### src/gsht_pkg.sv
`timescale 1ns / 1ps

package gsht_pkg;

   localparam int SLOTS_DEF    = 128;
   localparam int GEN_BITS_DEF = 24;

   localparam int FUNC_W   = 3;
   localparam int HANDLE_W = 31;
   localparam int STATUS_W = 2;
   localparam int SSTATE_W = 2;

   typedef enum logic [FUNC_W-1:0] {
      FN_ALLOC   = 3'd0,
      FN_KILL    = 3'd1,
      FN_PLAY    = 3'd2,
      FN_PAUSE   = 3'd3,
      FN_QUERY   = 3'd4,
      FN_DISPOSE = 3'd5
   } func_type;

   typedef enum logic [STATUS_W-1:0] {
      ST_OK      = 2'd0,
      ST_INVALID = 2'd1,
      ST_FULL    = 2'd2
   } status_type;

   typedef enum logic [SSTATE_W-1:0] {
      SS_DEAD    = 2'd0,
      SS_PAUSED  = 2'd1,
      SS_PLAYING = 2'd2
   } sstate_type;

endpackage

### src/generational_slot_handle_table.sv
`timescale 1ns / 1ps

// Slot table that hands out generation-tagged handles (handle = generation * SLOTS + slot).
// Slot state (active bit, playing bit, generation) lives in one single-port-read RAM.
// After reset the table clears every RAM slot with req_ready low.
// Kill, play, pause and query split the handle with a reciprocal multiply and a
// subtract. Allocate scans slots one per RAM read and stops at the lowest free
// one or, when the table is full, after the last slot; dispose walks every slot.
// Unused func codes answer directly. The slot walk sets the longest word time.
// One word is in flight at a time; a finished response waits in the output register
// while the next word is accepted.
module generational_slot_handle_table #(
   parameter int SLOTS    = gsht_pkg::SLOTS_DEF,
   parameter int GEN_BITS = gsht_pkg::GEN_BITS_DEF
) (
   input  logic                          clock,
   input  logic                          reset,
   input  logic                          req_valid,
   output logic                          req_ready,
   input  logic [gsht_pkg::FUNC_W-1:0]   req_func,
   input  logic [gsht_pkg::HANDLE_W-1:0] req_handle,
   input  logic                          req_autoplay,
   output logic                          rsp_valid,
   input  logic                          rsp_ready,
   output logic [gsht_pkg::STATUS_W-1:0] rsp_status,
   output logic [gsht_pkg::HANDLE_W-1:0] rsp_new_handle,
   output logic [gsht_pkg::SSTATE_W-1:0] rsp_stream_state
);

   localparam int SLOT_W = $clog2(SLOTS);
   localparam int WORD_W = GEN_BITS + 2;

   logic                          mem_rd_en;
   logic [SLOT_W-1:0]             mem_rd_addr;
   logic [WORD_W-1:0]             mem_rd_data;
   logic                          mem_wr_en;
   logic [SLOT_W-1:0]             mem_wr_addr;
   logic [WORD_W-1:0]             mem_wr_data;
   logic                          div_start;
   logic                          div_done;
   logic [gsht_pkg::HANDLE_W-1:0] div_quo;
   logic [SLOT_W-1:0]             div_rem;

   gsht_ram #(
      .DEPTH  (SLOTS),
      .WORD_W (WORD_W),
      .ADDR_W (SLOT_W)
   ) u_ram (
      .clock      (clock),
      .rd_en      (mem_rd_en),
      .rd_addr    (mem_rd_addr),
      .rd_data_ff (mem_rd_data),
      .wr_en      (mem_wr_en),
      .wr_addr    (mem_wr_addr),
      .wr_data    (mem_wr_data)
   );

   gsht_div #(
      .DIVISOR (SLOTS),
      .REM_W   (SLOT_W)
   ) u_div (
      .clock    (clock),
      .reset    (reset),
      .start    (div_start),
      .dividend (req_handle),
      .done_ff  (div_done),
      .quo_ff   (div_quo),
      .rem_ff   (div_rem)
   );

   gsht_seq #(
      .SLOTS    (SLOTS),
      .GEN_BITS (GEN_BITS),
      .SLOT_W   (SLOT_W),
      .WORD_W   (WORD_W)
   ) u_seq (
      .clock             (clock),
      .reset             (reset),
      .req_valid         (req_valid),
      .req_ready         (req_ready),
      .req_func          (req_func),
      .req_handle        (req_handle),
      .req_autoplay      (req_autoplay),
      .rsp_valid         (rsp_valid),
      .rsp_ready         (rsp_ready),
      .rsp_status        (rsp_status),
      .rsp_new_handle    (rsp_new_handle),
      .rsp_stream_state  (rsp_stream_state),
      .mem_rd_en         (mem_rd_en),
      .mem_rd_addr       (mem_rd_addr),
      .mem_rd_data       (mem_rd_data),
      .mem_wr_en         (mem_wr_en),
      .mem_wr_addr       (mem_wr_addr),
      .mem_wr_data       (mem_wr_data),
      .div_start         (div_start),
      .div_done          (div_done),
      .div_quo           (div_quo),
      .div_rem           (div_rem)
   );

endmodule

### src/gsht_ram.sv
`timescale 1ns / 1ps

module gsht_ram #(
   parameter int DEPTH  = gsht_pkg::SLOTS_DEF,
   parameter int WORD_W = gsht_pkg::GEN_BITS_DEF + 2,
   parameter int ADDR_W = $clog2(DEPTH)
) (
   input  logic              clock,
   input  logic              rd_en,
   input  logic [ADDR_W-1:0] rd_addr,
   output logic [WORD_W-1:0] rd_data_ff,
   input  logic              wr_en,
   input  logic [ADDR_W-1:0] wr_addr,
   input  logic [WORD_W-1:0] wr_data
);

   logic [WORD_W-1:0] mem [DEPTH];

   always_ff @(posedge clock) begin
      if (wr_en) begin
         mem[wr_addr] <= wr_data;
      end
      if (rd_en) begin
         rd_data_ff <= mem[rd_addr];
      end
   end

endmodule

### src/gsht_div.sv
`timescale 1ns / 1ps

// split a handle by a fixed divisor: multiply by a scaled reciprocal, then subtract back
// start latches the dividend, then the quotient is registered, then the remainder and done
module gsht_div #(
   parameter int DIVISOR = gsht_pkg::SLOTS_DEF,
   parameter int REM_W   = $clog2(DIVISOR)
) (
   input  logic                          clock,
   input  logic                          reset,
   input  logic                          start,
   input  logic [gsht_pkg::HANDLE_W-1:0] dividend,
   output logic                          done_ff,
   output logic [gsht_pkg::HANDLE_W-1:0] quo_ff,
   output logic [REM_W-1:0]              rem_ff
);

   localparam int HW     = gsht_pkg::HANDLE_W;
   // reciprocal rounded up, exact for every HW-bit dividend
   localparam int SHIFT  = HW + $clog2(DIVISOR);
   localparam int RCP_W  = HW + 2;
   localparam int PROD_W = HW + RCP_W;
   localparam longint unsigned RCP_VAL =
      ((longint'(1) << SHIFT) + longint'(DIVISOR) - longint'(1)) / longint'(DIVISOR);
   localparam logic [RCP_W-1:0] RCP   = RCP_W'(RCP_VAL);
   localparam logic [HW-1:0]    DIV_H = HW'(DIVISOR);

   logic              mul_ff, mul_in;
   logic              sub_ff, sub_in;
   logic              done_in;
   logic [HW-1:0]     num_ff, num_in;
   logic [HW-1:0]     quo_in;
   logic [REM_W-1:0]  rem_in;
   logic [PROD_W-1:0] prod;

   always_comb begin
      prod    = PROD_W'(num_ff) * PROD_W'(RCP);
      mul_in  = start;
      sub_in  = mul_ff;
      done_in = sub_ff;
      num_in  = start ? dividend : num_ff;
      quo_in  = mul_ff ? HW'(prod >> SHIFT) : quo_ff;
      rem_in  = sub_ff ? REM_W'(num_ff - quo_ff * DIV_H) : rem_ff;
   end

   always_ff @(posedge clock) begin
      if (reset) begin
         mul_ff  <= 1'b0;
         sub_ff  <= 1'b0;
         done_ff <= 1'b0;
      end else begin
         mul_ff  <= mul_in;
         sub_ff  <= sub_in;
         done_ff <= done_in;
      end
      num_ff <= num_in;
      quo_ff <= quo_in;
      rem_ff <= rem_in;
   end

endmodule

### src/gsht_seq.sv
`timescale 1ns / 1ps

module gsht_seq #(
   parameter int SLOTS    = gsht_pkg::SLOTS_DEF,
   parameter int GEN_BITS = gsht_pkg::GEN_BITS_DEF,
   parameter int SLOT_W   = $clog2(SLOTS),
   parameter int WORD_W   = GEN_BITS + 2
) (
   input  logic                          clock,
   input  logic                          reset,
   input  logic                          req_valid,
   output logic                          req_ready,
   input  logic [gsht_pkg::FUNC_W-1:0]   req_func,
   input  logic [gsht_pkg::HANDLE_W-1:0] req_handle,
   input  logic                          req_autoplay,
   output logic                          rsp_valid,
   input  logic                          rsp_ready,
   output logic [gsht_pkg::STATUS_W-1:0] rsp_status,
   output logic [gsht_pkg::HANDLE_W-1:0] rsp_new_handle,
   output logic [gsht_pkg::SSTATE_W-1:0] rsp_stream_state,
   output logic                          mem_rd_en,
   output logic [SLOT_W-1:0]             mem_rd_addr,
   input  logic [WORD_W-1:0]             mem_rd_data,
   output logic                          mem_wr_en,
   output logic [SLOT_W-1:0]             mem_wr_addr,
   output logic [WORD_W-1:0]             mem_wr_data,
   output logic                          div_start,
   input  logic                          div_done,
   input  logic [gsht_pkg::HANDLE_W-1:0] div_quo,
   input  logic [SLOT_W-1:0]             div_rem
);

   localparam int HW    = gsht_pkg::HANDLE_W;
   localparam int CMP_W = (HW > GEN_BITS) ? HW : GEN_BITS;
   localparam logic [SLOT_W-1:0] LAST_SLOT = SLOT_W'(SLOTS - 1);
   localparam logic [HW-1:0]     SLOTS_H   = HW'(SLOTS);

   typedef enum logic [2:0] {
      S_CLEAR, S_IDLE, S_DIV, S_EXEC, S_SCAN, S_DISP, S_MUL, S_DONE
   } state_type;

   state_type               state_ff, state_in;
   logic [SLOT_W-1:0]       cnt_ff, cnt_in;
   logic [gsht_pkg::FUNC_W-1:0] func_ff, func_in;
   logic                    autoplay_ff, autoplay_in;
   logic                    hnz_ff, hnz_in;
   logic [GEN_BITS-1:0]     gen_ff, gen_in;
   gsht_pkg::status_type    res_status_ff, res_status_in;
   logic [HW-1:0]           res_handle_ff, res_handle_in;
   gsht_pkg::sstate_type    res_state_ff, res_state_in;
   logic                    rsp_valid_ff, rsp_valid_in;
   gsht_pkg::status_type    rsp_status_ff, rsp_status_in;
   logic [HW-1:0]           rsp_handle_ff, rsp_handle_in;
   gsht_pkg::sstate_type    rsp_state_ff, rsp_state_in;

   logic                    rd_active;
   logic                    rd_playing;
   logic [GEN_BITS-1:0]     rd_gen;
   logic [GEN_BITS-1:0]     gen_next;
   logic                    handle_ok;

   assign rd_active  = mem_rd_data[GEN_BITS+1];
   assign rd_playing = mem_rd_data[GEN_BITS];
   assign rd_gen     = mem_rd_data[GEN_BITS-1:0];
   // generation wraps from all ones to one, never to zero
   assign gen_next   = (rd_gen == '1) ? GEN_BITS'(1) : rd_gen + GEN_BITS'(1);
   assign handle_ok  = hnz_ff && (CMP_W'(div_quo) == CMP_W'(rd_gen));

   assign req_ready        = (state_ff == S_IDLE);
   assign rsp_valid        = rsp_valid_ff;
   assign rsp_status       = rsp_status_ff;
   assign rsp_new_handle   = rsp_handle_ff;
   assign rsp_stream_state = rsp_state_ff;

   always_comb begin
      state_in      = state_ff;
      cnt_in        = cnt_ff;
      func_in       = func_ff;
      autoplay_in   = autoplay_ff;
      hnz_in        = hnz_ff;
      gen_in        = gen_ff;
      res_status_in = res_status_ff;
      res_handle_in = res_handle_ff;
      res_state_in  = res_state_ff;
      rsp_valid_in  = rsp_valid_ff;
      rsp_status_in = rsp_status_ff;
      rsp_handle_in = rsp_handle_ff;
      rsp_state_in  = rsp_state_ff;
      mem_rd_en     = 1'b0;
      mem_rd_addr   = cnt_ff;
      mem_wr_en     = 1'b0;
      mem_wr_addr   = cnt_ff;
      mem_wr_data   = '0;
      div_start     = 1'b0;

      if (rsp_valid_ff && rsp_ready) begin
         rsp_valid_in = 1'b0;
      end

      case (state_ff)
         S_CLEAR: begin
            // zero every slot after reset
            mem_wr_en = 1'b1;
            cnt_in    = cnt_ff + SLOT_W'(1);
            if (cnt_ff == LAST_SLOT) begin
               cnt_in   = '0;
               state_in = S_IDLE;
            end
         end
         S_IDLE: begin
            if (req_valid) begin
               func_in       = req_func;
               autoplay_in   = req_autoplay;
               hnz_in        = (req_handle != '0);
               res_status_in = gsht_pkg::ST_OK;
               res_handle_in = '0;
               res_state_in  = gsht_pkg::SS_DEAD;
               cnt_in        = '0;
               case (req_func)
                  gsht_pkg::FN_ALLOC: begin
                     mem_rd_en   = 1'b1;
                     mem_rd_addr = '0;
                     state_in    = S_SCAN;
                  end
                  gsht_pkg::FN_KILL, gsht_pkg::FN_PLAY, gsht_pkg::FN_PAUSE,
                  gsht_pkg::FN_QUERY: begin
                     div_start = 1'b1;
                     state_in  = S_DIV;
                  end
                  gsht_pkg::FN_DISPOSE: begin
                     mem_rd_en   = 1'b1;
                     mem_rd_addr = '0;
                     state_in    = S_DISP;
                  end
                  default: begin
                     state_in = S_DONE;
                  end
               endcase
            end
         end
         S_DIV: begin
            if (div_done) begin
               mem_rd_en   = 1'b1;
               mem_rd_addr = div_rem;
               state_in    = S_EXEC;
            end
         end
         S_EXEC: begin
            mem_wr_addr = div_rem;
            if (!handle_ok) begin
               res_status_in = gsht_pkg::ST_INVALID;
            end
            case (func_ff)
               gsht_pkg::FN_KILL: begin
                  mem_wr_en   = handle_ok;
                  mem_wr_data = {1'b0, rd_playing, rd_gen};
               end
               gsht_pkg::FN_PLAY: begin
                  mem_wr_en   = handle_ok;
                  mem_wr_data = {rd_active, 1'b1, rd_gen};
               end
               gsht_pkg::FN_PAUSE: begin
                  mem_wr_en   = handle_ok;
                  mem_wr_data = {rd_active, 1'b0, rd_gen};
               end
               gsht_pkg::FN_QUERY: begin
                  if (handle_ok && rd_active) begin
                     res_state_in = rd_playing ? gsht_pkg::SS_PLAYING : gsht_pkg::SS_PAUSED;
                  end
               end
               default: begin
               end
            endcase
            state_in = S_DONE;
         end
         S_SCAN: begin
            // read data belongs to slot cnt_ff
            if (!rd_active) begin
               mem_wr_en   = 1'b1;
               mem_wr_data = {1'b1, autoplay_ff, gen_next};
               gen_in      = gen_next;
               state_in    = S_MUL;
            end else if (cnt_ff == LAST_SLOT) begin
               res_status_in = gsht_pkg::ST_FULL;
               state_in      = S_DONE;
            end else begin
               cnt_in      = cnt_ff + SLOT_W'(1);
               mem_rd_en   = 1'b1;
               mem_rd_addr = cnt_ff + SLOT_W'(1);
            end
         end
         S_MUL: begin
            // handle keeps only its low bits
            res_handle_in = HW'(gen_ff) * SLOTS_H + HW'(cnt_ff);
            state_in      = S_DONE;
         end
         S_DISP: begin
            if (!rd_active) begin
               mem_wr_en   = 1'b1;
               mem_wr_data = {1'b0, rd_playing, GEN_BITS'(0)};
            end
            if (cnt_ff == LAST_SLOT) begin
               state_in = S_DONE;
            end else begin
               cnt_in      = cnt_ff + SLOT_W'(1);
               mem_rd_en   = 1'b1;
               mem_rd_addr = cnt_ff + SLOT_W'(1);
            end
         end
         S_DONE: begin
            if (!rsp_valid_ff || rsp_ready) begin
               rsp_valid_in  = 1'b1;
               rsp_status_in = res_status_ff;
               rsp_handle_in = res_handle_ff;
               rsp_state_in  = res_state_ff;
               state_in      = S_IDLE;
            end
         end
         default: begin
            state_in = S_IDLE;
         end
      endcase
   end

   always_ff @(posedge clock) begin
      if (reset) begin
         state_ff     <= S_CLEAR;
         cnt_ff       <= '0;
         rsp_valid_ff <= 1'b0;
      end else begin
         state_ff     <= state_in;
         cnt_ff       <= cnt_in;
         rsp_valid_ff <= rsp_valid_in;
      end
      func_ff       <= func_in;
      autoplay_ff   <= autoplay_in;
      hnz_ff        <= hnz_in;
      gen_ff        <= gen_in;
      res_status_ff <= res_status_in;
      res_handle_ff <= res_handle_in;
      res_state_ff  <= res_state_in;
      rsp_status_ff <= rsp_status_in;
      rsp_handle_ff <= rsp_handle_in;
      rsp_state_ff  <= rsp_state_in;
   end

endmodule

### config.mk
export PLATFORM = sky130hd
export DESIGN_NAME = generational_slot_handle_table
export DESIGN_NICKNAME = d
export VERILOG_FILES = /design/src/gsht_pkg.sv /design/src/generational_slot_handle_table.sv /design/src/gsht_ram.sv /design/src/gsht_div.sv /design/src/gsht_seq.sv
export SDC_FILE = /design/constraint.sdc
export NUM_CORES = 2
export LEC_CHECK = 0
export BUFFER_PORTS_ARGS = -buffer_cell sky130_fd_sc_hd__buf_4
export CORE_ASPECT_RATIO = 1.75
export CORE_MARGIN = 1.5
export CORE_UTILIZATION = 60
export CTS_CLUSTER_SIZE = 10
export DETAILED_ROUTE_END_ITERATION = 8
export GPL_ROUTABILITY_DRIVEN = 0
export GPL_TIMING_DRIVEN = 1
export PLACE_DENSITY = 0.76
export SETUP_SLACK_MARGIN = 0.3
export SLEW_MARGIN = 5
export SYNTH_ARGS = -nofsm -noshare
export SYNTH_HDL_FRONTEND = slang
export SYNTH_SLANG_ARGS = --single-unit
### constraint.sdc
create_clock -name clock -period 10.7 [get_ports clock]
set_clock_uncertainty 0.1 [all_clocks]
set_input_delay 2.14 -clock clock [delete_from_list [all_inputs] [get_ports clock]]
set_output_delay 2.14 -clock clock [all_outputs]
set_load 0.05 [all_outputs]
* After elaboration in Yosys (flattened, before gate mapping)
Memory sizes are Yosys's and may differ from the RTL's. A register that Yosys moved wholly into a read port is not among the register bits.
Index checks and enable logic that the tools add are counted.
** Operators by class
- Equal/unequal tests :: 28
- Reductions and logical operators :: 25
- Multiplexer cells :: 51
- Add/sub/neg operators :: 4
- Bitwise operators :: 1
** Operators with widths (number)
- $pmux W26 S3 :: 2
- $pmux W31 S2 :: 1
- $mux W7 :: 8
- $pmux W7 S4 :: 2
- $add A31 B7 Y31 :: 1
- $mux W31 :: 1
- $reduce_bool A31 Y1 :: 1
- $mux W26 :: 1
- $mux W25 :: 1
- $add A24 B1 Y24 const B :: 1
- $eq A24 B24 Y1 :: 1
- $eq A24 B24 Y1 const B :: 1
- $mux W24 :: 1
- $eq A3 B3 Y1 const B :: 7
- $pmux W3 S7 :: 1
- $eq A3 B2 Y1 const B :: 6
- $mux W3 :: 6
- $mux W1 :: 15
- $mux W2 :: 7
- $ne A2 B1 Y1 const B :: 5
- $reduce_and A2 Y1 :: 5
- $eq A3 B1 Y1 const B :: 3
- $pmux W3 S3 :: 1
- $ne A2 B2 Y1 const B :: 4
- 20 further kinds :: 27
** Word-level totals
- Output and inout port bits :: 37
- Word-level logic and storage cells :: 129
- Input bits :: 39
- Memory bits (writable) :: 3328
- Memories kept :: 1
- Register bits :: 175
** Memories
- u_ram.mem :: words 128, bits a word 26, read ports 1, clocked after Yosys merged registers in 1, write ports 1, RTL line gsht_ram.sv:17 : logic [WORD_W-1:0] mem [DEPTH];

* Longest topological paths before layout
- Depth after elaboration :: 6
- Gate-level depth with buffers :: 20
- Mapped depth without buffers :: 13

* Modules after synthesis
Synthesis repeated with hierarchy kept, for this count alone.
** Second synthesis, totals
- Cell total of the unflattened synthesis :: 5503
- Area, all modules :: 135125.8 µm²
** Modules (own cells, without submodules)
- gsht_ram :: times used 1, area an instance 127358.4 µm², cells an instance 4902, seq. area each 100716.6 µm²
- gsht_seq :: times used 1, area an instance 5770.5 µm², cells an instance 525, seq. area each 3193.1 µm²
- gsht_div :: times used 1, area an instance 1996.9 µm², cells an instance 76, seq. area each 1921.8 µm²

* Worst setup path after synthesis
Ideal clock, no wire load.
- Kind :: flip-flop to flip-flop
- Start point :: register u_ram.rd_data_ff[0] (read register of u_ram.mem)
- End point :: memory u_ram.mem[0][22] (netlist bit) (data pin)
- Buffers on the path :: 1
- Library setup time :: 1.197 ns
- Arrival :: 7.328 ns
- Period minus slack after synthesis :: 8.625 ns
- Setup slack :: 2.075 ns
- Stages on the path, launching flop included :: 11
- Data required time :: 9.403 ns
- Cells stage by stage :: edfxtp_1 > ha_1 > nand3_1 > nor3_1 > and3_1 > and3_1 > and3_1 > clkbuf_1 > and3_1 > nand2_1 > o21ai_0
** Between the ends
- Word-level cells in the longest chain between the ends :: 4
- Elaborated cells between the ends (all ways) :: 5
- Classes of those cells :: add/sub: 1; eq/ne: 1; mux: 3
** Ends and longest elaborated chain
- start, declared :: RTL line gsht_ram.sv:11 : output logic [WORD_W-1:0] rd_data_ff,
- $add A24 B1 Y24 or $eq A24 B24 Y1 (tied branches) :: RTL line gsht_seq.sv:66 : assign gen_next = (rd_gen == '1) ? GEN_BITS'(1) : rd_gen + GEN_BITS'(1);
- $mux W24 * :: RTL line gsht_seq.sv:66
- $mux W26 * :: RTL line gsht_seq.sv:178 : if (!rd_active) begin
- $pmux W26 S3 * :: RTL line gsht_seq.sv:100 : case (state_ff)
- via mem_wr_data[22] :: RTL line generational_slot_handle_table.sv:38 : logic [WORD_W-1:0] mem_wr_data;
- end, declared :: RTL line gsht_ram.sv:17
Mark *: on every way through the listed nets, which the timed path passes. The rest lies on a longest branch.

* Final worst setup path
- Start point :: input port req_func[2] (netlist bit)
- End point :: register u_ram.rd_data_ff[7] (read register of u_ram.mem) (data pin)
** Between the ends
- Word-level cells in the longest chain between the ends :: 5
- Elaborated cells between the ends (all ways) :: 9
- Classes of those cells :: eq/ne: 1; mux: 6; reduce/logical: 2
** Ends and longest elaborated chain
- start, declared :: RTL line generational_slot_handle_table.sv:20 : input logic [gsht_pkg::FUNC_W-1:0] req_func,
- $eq A3 B3 Y1 or $logic_not A3 Y1 (tied branches) :: RTL line gsht_seq.sv:119 : case (req_func)
- $reduce_or A2 Y1 (no line) *
- $mux W7 or $mux W1 (tied branches) :: RTL line gsht_seq.sv:119
- $mux W7 or $mux W1 (tied branches) :: RTL line gsht_seq.sv:111 : if (req_valid) begin
- $pmux W7 S4 or $pmux W1 S4 (tied branches) :: RTL line gsht_seq.sv:100
Every way passes the cells marked *; elsewhere a longest branch is shown, timed or not.
A chain may end at the register's enable or synchronous reset.

==> results.cfg <==
[timing]
slew_viol_final = 16
setup_viol = 0
fin_tns_setup_ns = 0
min_period_over_period = 0.702
tightest_slew_ns = 1.59
hold_viol = 0
rsz0062_at_grt = no
relSlewSlack = -0.0607
fmax_mhz = 133
layout_min_cycle_time_ns = 7.52

[hold_path]
hp-start = u_seq.res_handle_ff[27]$_SDFFCE_PN0P_
hold_end = u_seq.rsp_new_handle[27]$_DFFE_PP_
holdPathStages = 0
hold_class = reg -> reg

[pwr]
ir_drop_v = 0.000138
powerDensity_mw_per_mm2 = 182
p_leak_nw = 44.8

[die]
die_w_um = 366
core_area_mm2 = 0.230
start_util = 0.603
ioPinCount = 76
std_cell_rows = 233
die_area_mm2 = 0.234
die_height_um = 639

[global_route]
grt_pass1_vias = 81500
antenna_found_initial = 43
grt_first_pass_wirelength_mm = 608
grtUsageTotal = 0.373
overflow = 0
grt_max_degree = 139

[logic_synthesis]
syn_area_per_cell_um2 = 17.2
yosysSeqAreaShare = 0.764
synthArstFlopShare = 0
synth-seq-cells = 3529
synth_flop_cell = edfxtp_1
synth_edf_count = 3515
mappedNetlistNets = 8083
ys_types = 88
netlist_area_mm2 = 0.139
syn_inst = 8041
ys.warnings.count = 0

[clock_tree]
tritoncts = done
clkLatencyLatePin_ns = 0.93
cts.clk_slew.worst_paths_ns = 0.05
post_cts_buffers = 0
cts_buffer_depth = 4
cts_buffers = 394
clockRootBuffer = clkbuf_16
cts_htree_levels = 5
post_cts_resized = 0
cts_hold_buf = 0
clkSinkCount = 3529

[critical_path]
crit_type = in -> reg
crit_top_cell = buf_4
r2r_cells = 16
reg2reg_from = u_seq.cnt_ff[1]$_SDFFE_PP0P_
cpMaxStageDelayCell = a31oi_1
r2r_end = u_ram.rd_data_ff[1]$_DFFE_PP_
required_ns = 11.26
arrival_ns = 8.08
crit_chain = buf_4, xor2_1, o21a_1, o21ai_1, buf_4, nand2_4, buf_4, buf_12, buf_4, nand3_1, nand3_1, nand3_1, a31oi_1, nand2_1, and3_1
crit_path_max_incr_delay_ns = 0.73
endpoint_kind = flop
reg2reg_setup_slack_ns = 3.39
cp_max_fo = 102
critPathLaunchType = primary input

[outcome]
violations = max-capacitance violations, max-slew violations
outcome = finished, violations left

[route]
drtIter0Drc = 15500
routedWlPerCell_um = 38.1
drt-pass1-iter-count = 7
ant_nets = 0
num_vias = 83800
drc = 0
totalWireLength_mm = 438
post_drt_via_cell_ratio = 7.29

[finish]
num-nets-final = 8403
syn2layout_area_growth_pct = 11.2
nFillCells = 14200
drive_gt1_frac = 0.183
layout_commonest_cell = edfxtp_1
layout_common_cells = edfxtp_1 (3515), nand2_1 (1394), nand3_1 (618), mux4_2 (480), clkbuf_16 (404)
final_cells = 11500

[placement]
dp_hpwl_mm = 248
place_inst = 11000
port_buffers = 75

[job]
max-cap-violations = 3
state kept, by name, summed over array words and instances, names as in the netlist, 2 cells and up:
name / cells
u_div.num_ff: 31
u_div.quo_ff: 24
u_div.rem_ff: 7
u_ram.mem: 3328
u_ram.rd_data_ff: 26
u_seq.cnt_ff: 7
u_seq.func_ff: 3
u_seq.gen_ff: 24
u_seq.res_handle_ff: 31
u_seq.res_state_ff: 2
u_seq.res_status_ff: 2
u_seq.rsp_new_handle: 31
u_seq.rsp_status: 2
u_seq.rsp_stream_state: 2
u_seq.state_ff: 3
worst max-delay path by stage:
stage                                   from                        endpoint  slack [ns]  cells after the start
2_1_floorplan  u_ram.rd_data_ff[0]$_DFFE_PP_      u_ram.mem[0][22]$_DFFE_PP_        2.08                     10
3_3_place_gp                     req_func[2]  u_ram.rd_data_ff[23]$_DFFE_PP_        1.96                     12
3_5_place_dp                     req_func[2]   u_ram.rd_data_ff[7]$_DFFE_PP_        2.74                     15
4_1_cts                          req_func[2]   u_ram.rd_data_ff[7]$_DFFE_PP_        3.57                     15
5_1_grt                          req_func[2]   u_ram.rd_data_ff[7]$_DFFE_PP_        3.25                     15
6_report                         req_func[2]   u_ram.rd_data_ff[7]$_DFFE_PP_        3.18                     15
worst max-delay path, delay by kind of cell:
family          cells  cell delay (ns)
xor+xnor            1             0.47
compound gates      3             1.17
buf+inv             5             2.23
simple gates        6             1.86
per-stage QoR:
stage / hold WS (ns) / setup WS [ns] / cell area [µm²] / power, mW / utilization
floorplan: 0.300 / 2.08 / 139000 / 16.3 / -
global route: 0.314 / 3.25 / 154000 / 28.6 / 0.670
global placement: 0.301 / 1.96 / 143000 / 16.7 / 0.624
finish: 0.309 / 3.18 / 154000 / 28.1 / 0.671
CTS: 0.309 / 3.57 / 154000 / 28.0 / 0.670
detailed placement: 0.305 / 2.74 / 144000 / 16.7 / 0.625
synth_stat cells, drive strengths merged (18+ instances only):
master / n / area [µm²]
edfxtp: 3515 / 106000
nand2: 1401 / 5260
nand3: 623 / 3130
mux4: 485 / 10900
buf: 326 / 2470
nor2: 242 / 916
mux2i: 175 / 1750
clkbuf: 149 / 559
a21oi: 109 / 546
o21ai: 109 / 546
a31oi: 105 / 657
and3: 82 / 513
nand4: 56 / 350
a32oi: 52 / 455
nor3: 48 / 252
a211oi: 45 / 348
a311oi: 45 / 394
nor4: 36 / 231
and2: 35 / 219
o211ai: 33 / 253
a221oi: 30 / 263
o22ai: 30 / 188
xor2: 30 / 263
a22oi: 26 / 195
and4: 18 / 158
routing by layer:
metal | global-route usage | up-vias | share of wire
met3 | 0.109 | 1959 | 0.14
met5 | 0.00662 | - | 0.00087
met4 | 0.320 | 26 | 0.10
li1 | - | 32100 | -
met1 | 0.434 | 41500 | 0.29
met2 | 0.573 | 8213 | 0.46
layout make-up:
type	instances	area, µm²	area share
inverters	9	33.8	0.000219
clock buffers	419	10200	0.0660
repair buffers	399	3300	0.0214
flip-flops and latches	3529	106000	0.687
diodes	31	77.6	0.000504
multi-input cells	4028	30700	0.199
well taps	3055	3820	0.0248
clock inverters	12	139	0.000902
cell families (layout without fill, tap and decap cells):
family          count (synthesis)  in the layout  synth area share
simple gates                 2598           2598            0.0826
fa+ha+maj                       3              3          0.000271
flops                        3529           3529             0.764
xor+xnor                       46             46           0.00291
compound gates                714            714            0.0361
other cells                     0             31                 0
mux                           667            667            0.0922
buf+inv                       484            839            0.0221
where the power goes:
part | switching, mW | internal [mW] | total [mW]
clock network | 4.97 | 6.62 | 11.6
logic | 0.999 | 0.463 | 1.46
registers | 0.0144 | 15.0 | 15.0
total | 5.98 | 22.1 | 28.1
Note: power is estimated with default switching activity, not from simulation.
